File: src/rtl/skit_pkg.sv
package skit_pkg;

   // Table geometry. Both sizes are powers of two so that slot and
   // character addresses are plain concatenations.
   localparam int TABLE_SIZE  = 16;
   localparam int MAX_KEY_LEN = 32;

   localparam int SLOT_W  = $clog2(TABLE_SIZE);
   localparam int KIDX_W  = $clog2(MAX_KEY_LEN);
   localparam int LEN_W   = $clog2(MAX_KEY_LEN + 1);
   localparam int CNT_W   = $clog2(TABLE_SIZE);
   localparam int PADDR_W = KIDX_W + 1;
   localparam int SADDR_W = SLOT_W + KIDX_W;
   localparam int CHAR_W  = 8;

   typedef enum logic [1:0] {
      ST_FOUND    = 2'd0,
      ST_INSERTED = 2'd1,
      ST_FULL     = 2'd2,
      ST_TOO_LONG = 2'd3
   } status_type;

   // One finished key, handed from the front part to the back part.
   typedef struct packed {
      logic [CHAR_W-1:0] hash;
      logic [LEN_W-1:0]  len;
      logic              overflow;
      logic              bank;
   } job_type;

endpackage

File: src/rtl/skit_ram.sv
module skit_ram #(
   parameter int WIDTH = 8,
   parameter int DEPTH = 64
) (
   input  logic                     clock,
   input  logic                     wr_en,
   input  logic [$clog2(DEPTH)-1:0] wr_addr,
   input  logic [WIDTH-1:0]         wr_data,
   input  logic [$clog2(DEPTH)-1:0] rd_addr,
   output logic [WIDTH-1:0]         rd_data
);

   logic [WIDTH-1:0] mem_ff [DEPTH];
   logic [WIDTH-1:0] rd_data_ff;

   // One write port and one registered read port.
   always_ff @(posedge clock) begin
      if (wr_en) begin
         mem_ff[wr_addr] <= wr_data;
      end
      rd_data_ff <= mem_ff[rd_addr];
   end

   assign rd_data = rd_data_ff;

endmodule

File: src/rtl/skit_front.sv
module skit_front import skit_pkg::*; (
   input  logic                clock,
   input  logic                reset,
   input  logic                req_tvalid,
   output logic                req_tready,
   input  logic [CHAR_W-1:0]   key_char,
   input  logic                key_last,
   input  logic                queue_full,
   output logic                push,
   output job_type             job,
   output logic                pend_we,
   output logic [PADDR_W-1:0]  pend_addr,
   output logic [CHAR_W-1:0]   pend_data
);

   logic [CHAR_W-1:0] hash_ff, hash_in;
   logic [LEN_W-1:0]  len_ff, len_in;
   logic              ovf_ff, ovf_in;
   logic              bank_ff, bank_in;
   logic              accept;
   logic              room;

   // Both key banks are held when the queue is full, so the front waits.
   assign req_tready = !queue_full;
   assign accept     = req_tvalid && req_tready;
   assign room       = len_ff < LEN_W'(MAX_KEY_LEN);

   // Characters beyond the maximum length are dropped.
   assign pend_we   = accept && room;
   assign pend_addr = {bank_ff, len_ff[KIDX_W-1:0]};
   assign pend_data = key_char;

   // Running hash, length and overflow of the key in progress.
   always_comb begin
      hash_in = hash_ff ^ key_char;
      len_in  = room ? len_ff + 1'b1 : len_ff;
      ovf_in  = ovf_ff | !room;
      bank_in = bank_ff;
      push    = accept && key_last;
      job     = '{hash: hash_in, len: len_in, overflow: ovf_in, bank: bank_ff};
      if (push) begin
         hash_in = '0;
         len_in  = '0;
         ovf_in  = 1'b0;
         bank_in = !bank_ff;
      end
   end

   always_ff @(posedge clock) begin
      if (reset) begin
         hash_ff <= '0;
         len_ff  <= '0;
         ovf_ff  <= 1'b0;
         bank_ff <= 1'b0;
      end else if (accept) begin
         hash_ff <= hash_in;
         len_ff  <= len_in;
         ovf_ff  <= ovf_in;
         bank_ff <= bank_in;
      end
   end

endmodule

File: src/rtl/skit_queue.sv
module skit_queue import skit_pkg::*; (
   input  logic    clock,
   input  logic    reset,
   input  logic    push,
   input  job_type push_job,
   input  logic    pop,
   output logic    full,
   output logic    empty,
   output job_type head
);

   job_type entry_ff [2];
   logic    wr_ptr_ff, rd_ptr_ff;
   logic [1:0] count_ff;

   assign full  = count_ff == 2'd2;
   assign empty = count_ff == 2'd0;
   assign head  = entry_ff[rd_ptr_ff];

   // Two-entry queue, one entry for each key bank.
   always_ff @(posedge clock) begin
      if (push) begin
         entry_ff[wr_ptr_ff] <= push_job;
      end
      if (reset) begin
         wr_ptr_ff <= 1'b0;
         rd_ptr_ff <= 1'b0;
         count_ff  <= '0;
      end else begin
         if (push) begin
            wr_ptr_ff <= !wr_ptr_ff;
         end
         if (pop) begin
            rd_ptr_ff <= !rd_ptr_ff;
         end
         count_ff <= count_ff + {1'b0, push} - {1'b0, pop};
      end
   end

endmodule

File: src/rtl/skit_back.sv
module skit_back import skit_pkg::*; (
   input  logic               clock,
   input  logic               reset,
   input  logic               queue_empty,
   input  job_type            job,
   output logic               pop,
   output logic [PADDR_W-1:0] pend_addr,
   input  logic [CHAR_W-1:0]  pend_rdata,
   output logic               rsp_valid,
   input  logic               rsp_ready,
   output logic [SLOT_W-1:0]  rsp_id,
   output status_type         rsp_status
);

   typedef enum logic [2:0] {
      S_IDLE, S_PROBE, S_CMP_RD, S_CMP_CHK, S_CPY_RD, S_CPY_WR, S_DONE
   } state_type;

   state_type         state_ff, state_in;
   logic [SLOT_W-1:0] slot_ff, slot_in;
   logic [KIDX_W-1:0] idx_ff, idx_in;
   logic [CNT_W-1:0]  cnt_ff, cnt_in;
   logic [SLOT_W-1:0] res_id_ff, res_id_in;
   status_type        res_st_ff, res_st_in;
   logic              rsp_valid_ff, rsp_valid_in;
   logic [SLOT_W-1:0] rsp_id_ff, rsp_id_in;
   status_type        rsp_st_ff, rsp_st_in;
   logic [TABLE_SIZE-1:0] used_ff, used_in;
   logic [LEN_W-1:0]  slot_len_ff [TABLE_SIZE];
   logic              len_we;
   logic              out_free;
   logic              idx_end;
   logic [SLOT_W-1:0] slot_wrap;
   logic              chars_we;
   logic [SADDR_W-1:0] chars_addr;
   logic [CHAR_W-1:0] chars_rdata;

   assign out_free  = !rsp_valid_ff || rsp_ready;
   assign idx_end   = ({1'b0, idx_ff} + 1'b1) == job.len;
   assign slot_wrap = (slot_ff == SLOT_W'(TABLE_SIZE - 1)) ? '0 : slot_ff + 1'b1;

   // Key bank and slot store are addressed by the same character index.
   assign pend_addr  = {job.bank, idx_ff};
   assign chars_addr = {slot_ff, idx_ff};
   assign chars_we   = state_ff == S_CPY_WR;

   skit_ram #(.WIDTH(CHAR_W), .DEPTH(TABLE_SIZE * MAX_KEY_LEN)) u_chars (
      .clock   (clock),
      .wr_en   (chars_we),
      .wr_addr (chars_addr),
      .wr_data (pend_rdata),
      .rd_addr (chars_addr),
      .rd_data (chars_rdata)
   );

   // Probe sequencer: read each character, then compare or copy it.
   always_comb begin
      state_in  = state_ff;
      slot_in   = slot_ff;
      idx_in    = idx_ff;
      cnt_in    = cnt_ff;
      res_id_in = res_id_ff;
      res_st_in = res_st_ff;
      used_in   = used_ff;
      len_we    = 1'b0;
      pop       = 1'b0;
      rsp_valid_in = rsp_valid_ff && !rsp_ready;
      rsp_id_in    = rsp_id_ff;
      rsp_st_in    = rsp_st_ff;
      unique case (state_ff)
         S_IDLE: begin
            if (!queue_empty) begin
               if (job.overflow) begin
                  res_id_in = '0;
                  res_st_in = ST_TOO_LONG;
                  state_in  = S_DONE;
               end else begin
                  slot_in  = job.hash[SLOT_W-1:0];
                  cnt_in   = '0;
                  state_in = S_PROBE;
               end
            end
         end
         S_PROBE: begin
            idx_in = '0;
            if (!used_ff[slot_ff]) begin
               state_in = S_CPY_RD;
            end else if (slot_len_ff[slot_ff] == job.len) begin
               state_in = S_CMP_RD;
            end else if (cnt_ff == CNT_W'(TABLE_SIZE - 1)) begin
               res_id_in = '0;
               res_st_in = ST_FULL;
               state_in  = S_DONE;
            end else begin
               slot_in  = slot_wrap;
               cnt_in   = cnt_ff + 1'b1;
               state_in = S_PROBE;
            end
         end
         S_CMP_RD: begin
            state_in = S_CMP_CHK;
         end
         S_CMP_CHK: begin
            if (chars_rdata != pend_rdata) begin
               if (cnt_ff == CNT_W'(TABLE_SIZE - 1)) begin
                  res_id_in = '0;
                  res_st_in = ST_FULL;
                  state_in  = S_DONE;
               end else begin
                  slot_in  = slot_wrap;
                  cnt_in   = cnt_ff + 1'b1;
                  state_in = S_PROBE;
               end
            end else if (idx_end) begin
               res_id_in = slot_ff;
               res_st_in = ST_FOUND;
               state_in  = S_DONE;
            end else begin
               idx_in   = idx_ff + 1'b1;
               state_in = S_CMP_RD;
            end
         end
         S_CPY_RD: begin
            state_in = S_CPY_WR;
         end
         S_CPY_WR: begin
            if (idx_end) begin
               used_in[slot_ff] = 1'b1;
               len_we    = 1'b1;
               res_id_in = slot_ff;
               res_st_in = ST_INSERTED;
               state_in  = S_DONE;
            end else begin
               idx_in   = idx_ff + 1'b1;
               state_in = S_CPY_RD;
            end
         end
         S_DONE: begin
            if (out_free) begin
               rsp_valid_in = 1'b1;
               rsp_id_in    = res_id_ff;
               rsp_st_in    = res_st_ff;
               pop          = 1'b1;
               state_in     = S_IDLE;
            end
         end
         default: begin
            state_in = S_IDLE;
         end
      endcase
   end

   always_ff @(posedge clock) begin
      slot_ff   <= slot_in;
      idx_ff    <= idx_in;
      cnt_ff    <= cnt_in;
      res_id_ff <= res_id_in;
      res_st_ff <= res_st_in;
      rsp_id_ff <= rsp_id_in;
      rsp_st_ff <= rsp_st_in;
      if (len_we) begin
         slot_len_ff[slot_ff] <= job.len;
      end
      if (reset) begin
         state_ff     <= S_IDLE;
         used_ff      <= '0;
         rsp_valid_ff <= 1'b0;
      end else begin
         state_ff     <= state_in;
         used_ff      <= used_in;
         rsp_valid_ff <= rsp_valid_in;
      end
   end

   assign rsp_valid  = rsp_valid_ff;
   assign rsp_id     = rsp_id_ff;
   assign rsp_status = rsp_st_ff;

endmodule

File: src/rtl/string_key_intern_table_top.sv
// String key interning table.
// Input channel req_*: one key character per item in req_tdata, req_tlast
// set on the final character. Result channel rsp_*: one item per key,
// slot id in bits 3:0 and status in bits 5:4 (found, inserted, table full,
// key too long). Characters are taken one per cycle, while the queue is not
// full, into one of two key banks while the back part probes the previous key.
// After the last character the probe starts at the slot given by the hash,
// steps through the slots in turn, compares each character on a slot of equal
// length in a read state and a check state, and copies each character on
// insertion in a read state and a write state; the registered reads of the
// key bank and slot character memories set this.
// Reset empties the table at once; no clearing pass is needed.
// When the receiver stalls, the result is held in the output register, the
// next result waits in the back part until it is taken, and input stops once
// both key banks hold finished keys.
module string_key_intern_table_top import skit_pkg::*; (
   input  logic       clock,
   input  logic       reset,
   input  logic       req_tvalid,
   output logic       req_tready,
   input  logic [7:0] req_tdata,   // key_char [7:0]
   input  logic       req_tlast,
   output logic       rsp_tvalid,
   input  logic       rsp_tready,
   output logic [7:0] rsp_tdata    // key_id [3:0], lookup_status [5:4], zero [7:6]
);

   logic               push, pop, q_full, q_empty;
   job_type            push_job, head_job;
   logic               pend_we;
   logic [PADDR_W-1:0] pend_waddr, pend_raddr;
   logic [CHAR_W-1:0]  pend_wdata, pend_rdata;
   logic [SLOT_W-1:0]  rsp_id;
   status_type         rsp_status;

   skit_front u_front (
      .clock      (clock),
      .reset      (reset),
      .req_tvalid (req_tvalid),
      .req_tready (req_tready),
      .key_char   (req_tdata),
      .key_last   (req_tlast),
      .queue_full (q_full),
      .push       (push),
      .job        (push_job),
      .pend_we    (pend_we),
      .pend_addr  (pend_waddr),
      .pend_data  (pend_wdata)
   );

   // Two key banks of pending characters.
   skit_ram #(.WIDTH(CHAR_W), .DEPTH(2 * MAX_KEY_LEN)) u_pending (
      .clock   (clock),
      .wr_en   (pend_we),
      .wr_addr (pend_waddr),
      .wr_data (pend_wdata),
      .rd_addr (pend_raddr),
      .rd_data (pend_rdata)
   );

   skit_queue u_queue (
      .clock    (clock),
      .reset    (reset),
      .push     (push),
      .push_job (push_job),
      .pop      (pop),
      .full     (q_full),
      .empty    (q_empty),
      .head     (head_job)
   );

   skit_back u_back (
      .clock       (clock),
      .reset       (reset),
      .queue_empty (q_empty),
      .job         (head_job),
      .pop         (pop),
      .pend_addr   (pend_raddr),
      .pend_rdata  (pend_rdata),
      .rsp_valid   (rsp_tvalid),
      .rsp_ready   (rsp_tready),
      .rsp_id      (rsp_id),
      .rsp_status  (rsp_status)
   );

   assign rsp_tdata = {2'b00, rsp_status, rsp_id};

endmodule

File: config.mk
export PLATFORM = sky130hd
export DESIGN_NAME = string_key_intern_table_top
export DESIGN_NICKNAME = d
export VERILOG_FILES = /design/src/rtl/skit_pkg.sv /design/src/rtl/skit_ram.sv /design/src/rtl/skit_front.sv /design/src/rtl/skit_queue.sv /design/src/rtl/skit_back.sv /design/src/rtl/string_key_intern_table_top.sv
export SDC_FILE = /design/constraint.sdc
export NUM_CORES = 2
export LEC_CHECK = 0
export ABC_AREA = 0
export BUFFER_PORTS_ARGS = -buffer_cell sky130_fd_sc_hd__buf_2
export CORE_MARGIN = 2
export CORE_UTILIZATION = 50
export CTS_CLUSTER_SIZE = 28
export DETAILED_ROUTE_END_ITERATION = 7
export PLACE_DENSITY = 0.65
export SYNTH_ARGS = -nofsm -noshare
export SYNTH_HDL_FRONTEND = slang
export SYNTH_HIERARCHICAL = 1
export SYNTH_MEMORY_MAX_BITS = 65536
export SYNTH_SLANG_ARGS = --single-unit
File: constraint.sdc
create_clock -name clock -period 9 [get_ports clock]
set_input_delay 0.9 -clock clock [delete_from_list [all_inputs] [get_ports clock]]
set_output_delay 0.9 -clock clock [all_outputs]
set_load 0.01 [all_outputs]
Word level (Yosys, flattened, before mapping) --
Memory sizes are Yosys's and may differ from the RTL's. A register that Yosys moved wholly into a read port is not among the register bits. Index checks and enable logic that the tools add are counted.
Word-level totals: output and inout bits 10, bits in writable memories 4736, bits of input ports 13, logic and storage cells 152, flip-flop bits (word level) 65, memories 4
Memory list:
- u_back.u_chars.mem_ff | words 512, bits a word 8, rd ports 1, clocked after Yosys merged registers in 1, wr ports 1, line skit_ram.sv:13 | logic [WIDTH-1:0] mem_ff [DEPTH];
- u_pending.mem_ff | words 64, bits a word 8, rd ports 1, clocked after Yosys merged registers in 1, wr ports 1, line skit_ram.sv:13
- u_back.slot_len_ff | words 16, bits a word 6, rd ports 1, clocked after Yosys merged registers in 1, wr ports 1, line skit_back.sv:29 | logic [LEN_W-1:0] slot_len_ff [TABLE_SIZE];
- u_queue.entry_ff | words 2, bits a word 16, rd ports 1, clocked after Yosys merged registers in 1, wr ports 1, line skit_queue.sv:12 | job_type entry_ff [2];
Cells by class: reductions and logical operators 26, bitwise gates (word level) 3, muxes and demuxes 70, $lt $le $gt $ge 3, add/sub/neg operators 7, eq/ne operators 22
Operator list (number):
- $mux W4 | 21
- $mux W3 | 8
- $pmux W4 S3 | 2
- $pmux W3 S7 | 1
- $mux W1 | 19
- $mux W2 | 9
- $or A16 B16 Y16 | 1
- $pmux W4 S4 | 1
- $pmux W5 S3 | 1
- $eq A6 B6 Y1 | 2
- $mux W6 | 2
- $mux W5 | 2
- $ne A2 B2 Y1 const B | 5
- $reduce_and A2 Y1 | 5
- $eq A3 B3 Y1 const B | 3
- $add A4 B1 Y4 const B | 2
- $eq A4 B4 Y1 const B | 2
- $mux W8 | 1
- $ne A2 B1 Y1 const B | 4
- $ne A8 B8 Y1 | 1
- $pmux W2 S4 | 1
- $xor A8 B8 Y8 | 1
- $logic_not A1 Y1 | 7
- $reduce_and A7 Y1 | 1
- 23 further kinds | 29

Logic depth before layout (Yosys ltp) --
depth after elaboration 7, depth in mapped cells 12

Cells and area by module --
Netlist, hierarchy kept.
Modules (own cells, without submodules):
- skit_ram (u_back.u_chars) | area each 159927.1 um^2, instances 1, seq. area each 123158.1 um^2, cells each 8030
- skit_ram (u_pending) | area each 20166.8 um^2, instances 1, seq. area each 15534.9 um^2, cells each 940
- skit_back | area each 6531.3 um^2, instances 1, seq. area each 4113.9 um^2, cells each 464
- skit_queue | area each 1426.4 um^2, instances 1, seq. area each 1061.0 um^2, cells each 71
- skit_front | area each 898.4 um^2, instances 1, seq. area each 320.3 um^2, cells each 99
- string_key_intern_table_top | area each 18.8 um^2, instances 1, seq. area each 0.0 um^2, cells each 3

Least setup slack after synthesis --
No wires, ideal clock.
path type reg-to-reg, from register u_pending.rd_data_ff[5] (netlist: u_pending/rd_data[5]) (read register of u_pending.mem_ff), to register (tool-made name), library setup time 0.121 ns, data required time 8.879 ns, path slack 0.601 ns, data arrival time 8.278 ns, stages on the path, launching flop included 7, cells stage by stage dfxtp_1 > xor2_1 > nor4_1 > nand2_1 > a31oi_1 > a21oi_4 > mux2_4
RTL lines:
- start, declared | line skit_ram.sv:14 | logic [WIDTH-1:0] rd_data_ff;

==> results.sh <==
export IMPL_outcome="finished clean"
export IMPL_clock_sinks=4810
export IMPL_hold_depth=3
export IMPL_post_place_ws_ns=3.35
export IMPL_syn_area_um2=189000
export IMPL_grt_max_degree=209
export IMPL_die_h_um=618
export IMPL_post_cts_buffers=0
export IMPL_fin_ws_ns=3.09
export IMPL_synth_warning_count=6
export IMPL_vias=96080
export IMPL_drive_gt1_frac=0.173
export IMPL_powerDensity_nw_per_um2=261
export IMPL_startpoint_type="flop"
export IMPL_cts_buffer_depth=4
export IMPL_cts_tree="built"
export IMPL_cts_buffers_inserted=464
export IMPL_ir_drop_v=0.000294
export IMPL_cts_htree_levels=5
export IMPL_max_cap_violations=0
export IMPL_hpwlAfterDp_um=278000
export IMPL_hold_viol_final=0
export IMPL_min_path_type="input pin to flop"
export IMPL_place_gp_congestion=0.882
export IMPL_hold_buffers=0
export IMPL_holdWs_ns=0.282
export IMPL_fp_dieW_um=618
export IMPL_seq_area_um2=144000
export IMPL_grt_pass1_wl_um=676000
export IMPL_routedWlPerCell_um=31.2
export IMPL_cts_resized=0
export IMPL_reg2reg_depth=10
export IMPL_die_area_um2=382000
export IMPL_syn_to_final_growth_pct=10.3
export IMPL_grt_pass1_vias=94685
export IMPL_fp_row_count=225
export IMPL_grt_overflow=0
export IMPL_grt_use_total=0.242
export IMPL_boundaryPins=23
export IMPL_slew_headroom=0.0163
export IMPL_netlist_instances=9579
export IMPL_min_period_ns=5.91
export IMPL_crit_type="flop to flop"
export IMPL_viasPerCell=6.40
export IMPL_cts_clk_slew_worst_paths_ns=0.06
export IMPL_portBuffers=20
export IMPL_layout_nets=9650
export IMPL_worstMarginPinSlew_ns=1.48
export IMPL_cp_max_fo=105
export IMPL_multi_input_area_um2=41200
export IMPL_drt_initial_drc_count=12583
export IMPL_final_fill_count=27969
export IMPL_floorplan_initialDensity=0.502
export IMPL_p_leak_nw=65.0
export IMPL_setup_viol=0
export IMPL_cts_root_buf="clkbuf_16"
export IMPL_worst_clock_skew_ns=0.0859
export IMPL_antenna_found_initial=18
export IMPL_report_final_slew_viol_count=0
export IMPL_dr_pass1_iters=7
export IMPL_crit_required_ns=9.85
export IMPL_max_freq_mhz=169
export IMPL_period_share=0.656
export IMPL_coreArea_um2=376000
export IMPL_antenna_left=0
export IMPL_rsz0062_at_grt="false"
export IMPL_end_kind="flop"
export IMPL_avgSynthCellArea_um2=19.7
export IMPL_finalSetupTns_ns=0
export IMPL_drcViolationCount=0
export IMPL_arrival_ns=6.76
export IMPL_insertion_delay_ns=1.02
export IMPL_drt_wl_total_um=468000
[final cells by class]
class                      count  share of cell area
antenna                        5           0.0000602
multi-input combinational   4143               0.198
clock buffer                 592              0.0592
sequential                  4810               0.692
timing repair buffer         193             0.00805
inverter                      16            0.000325
clock inverter               269              0.0119
tap                         4994              0.0301
[metrics by stage]
step                utilization  instances  power [mW]  cell area [um^2]
floorplan                     -       9580        33.5            189000
global placement          0.514      14156        35.5            193000
detailed placement        0.514      14156        35.7            193000
CTS                       0.554      15017        54.5            208000
global route              0.554      15019        55.8            208000
finish                    0.554      15022        54.2            208000
[sequential cells by signal, summed over array words and instances, names as in the netlist, 2 cells and up, named ones only]
| register | cells |
|---|---|
| u_back/u_chars/mem_ff | 4096 |
| u_pending/mem_ff | 512 |
| u_back/slot_len_ff | 96 |
| u_queue/entry_ff | 24 |
| u_back/used_ff | 16 |
| u_back/u_chars/rd_data | 8 |
| u_pending/rd_data | 8 |
| u_front/len_ff | 6 |
| u_back/idx_ff | 5 |
| u_back/cnt_ff | 4 |
| u_back/res_id_ff | 4 |
| u_back/rsp_id | 4 |
| u_back/slot_ff | 4 |
| u_front/hash_ff | 4 |
| u_back/state_ff | 3 |
| u_back/res_st_ff | 2 |
| u_back/rsp_status | 2 |
| u_queue/count_ff | 2 |
[layer usage]
metal / global-route usage / part of all wire
met1: 0.341 / 0.40
met2: 0.385 / 0.48
met3: 0.0401 / 0.088
met4: 0.0830 / 0.038
met5: 0 / 0.00016
[placed cells by master, fill, tap and decap left out, types with 17 or more instances in the layout]
master,count
nor3_1,126
a22oi_1,71
nand4_1,35
dfxtp_1,49
edfxtp_1,4753
buf_12,22
xor2_1,20
mux2i_1,837
clkinv_2,88
nand2_1,142
o21ai_0,135
clkbuf_1,115
and2_1,22
nand3_1,52
nand2b_1,19
nor2b_1,28
xnor2_1,17
mux4_2,798
mux2_2,26
o221ai_1,379
nor4_1,39
bufinv_16,40
nor2_1,744
clkinv_1,105
o22ai_1,174
a211oi_1,25
clkbuf_16,471
a21oi_1,223
buf_2,20
buf_4,151
[worst max-delay path: stages, from the launching register on]
cell and delay (ns):
edfxtp_1 0.41, buf_12 0.55, nand2b_4 0.55, buf_4 0.90, buf_4 0.98, o221ai_1 0.42, o22ai_1 0.35, a22oi_1 0.12
nand4_1 0.28, o21ai_0 0.53, o2111a_1 0.42
[where the power goes]
part / total, mW / internal, mW / leakage (nW) / switching (mW)
Sequential: 27.0 / 26.7 / 43.3 / 0.237
Clock: 18.9 / 10.8 / 7.23 / 8.15
Combinational: 8.31 / 2.39 / 14.5 / 5.93
Total: 54.2 / 39.9 / 65.0 / 14.3
[path summary, 6_finish.rpt]
kind | slack (ns) | endpoint | from
max | 3.09 | u_back/u_chars/rd_data[3]$_DFF_P_ | u_back/idx_ff[2]$_SDFFCE_PN0P_
min reg2reg | 0.47 | u_back/rsp_status[1]$_DFFE_PP_ | u_back/res_st_ff[1]$_DFFE_PP_
min | 0.28 | u_back/rsp_valid$_SDFF_PP0_ | rsp_tready
max reg2reg | 3.09 | u_back/u_chars/rd_data[3]$_DFF_P_ | u_back/idx_ff[2]$_SDFFCE_PN0P_
No activity file was read; power rests on OpenSTA's default activity.
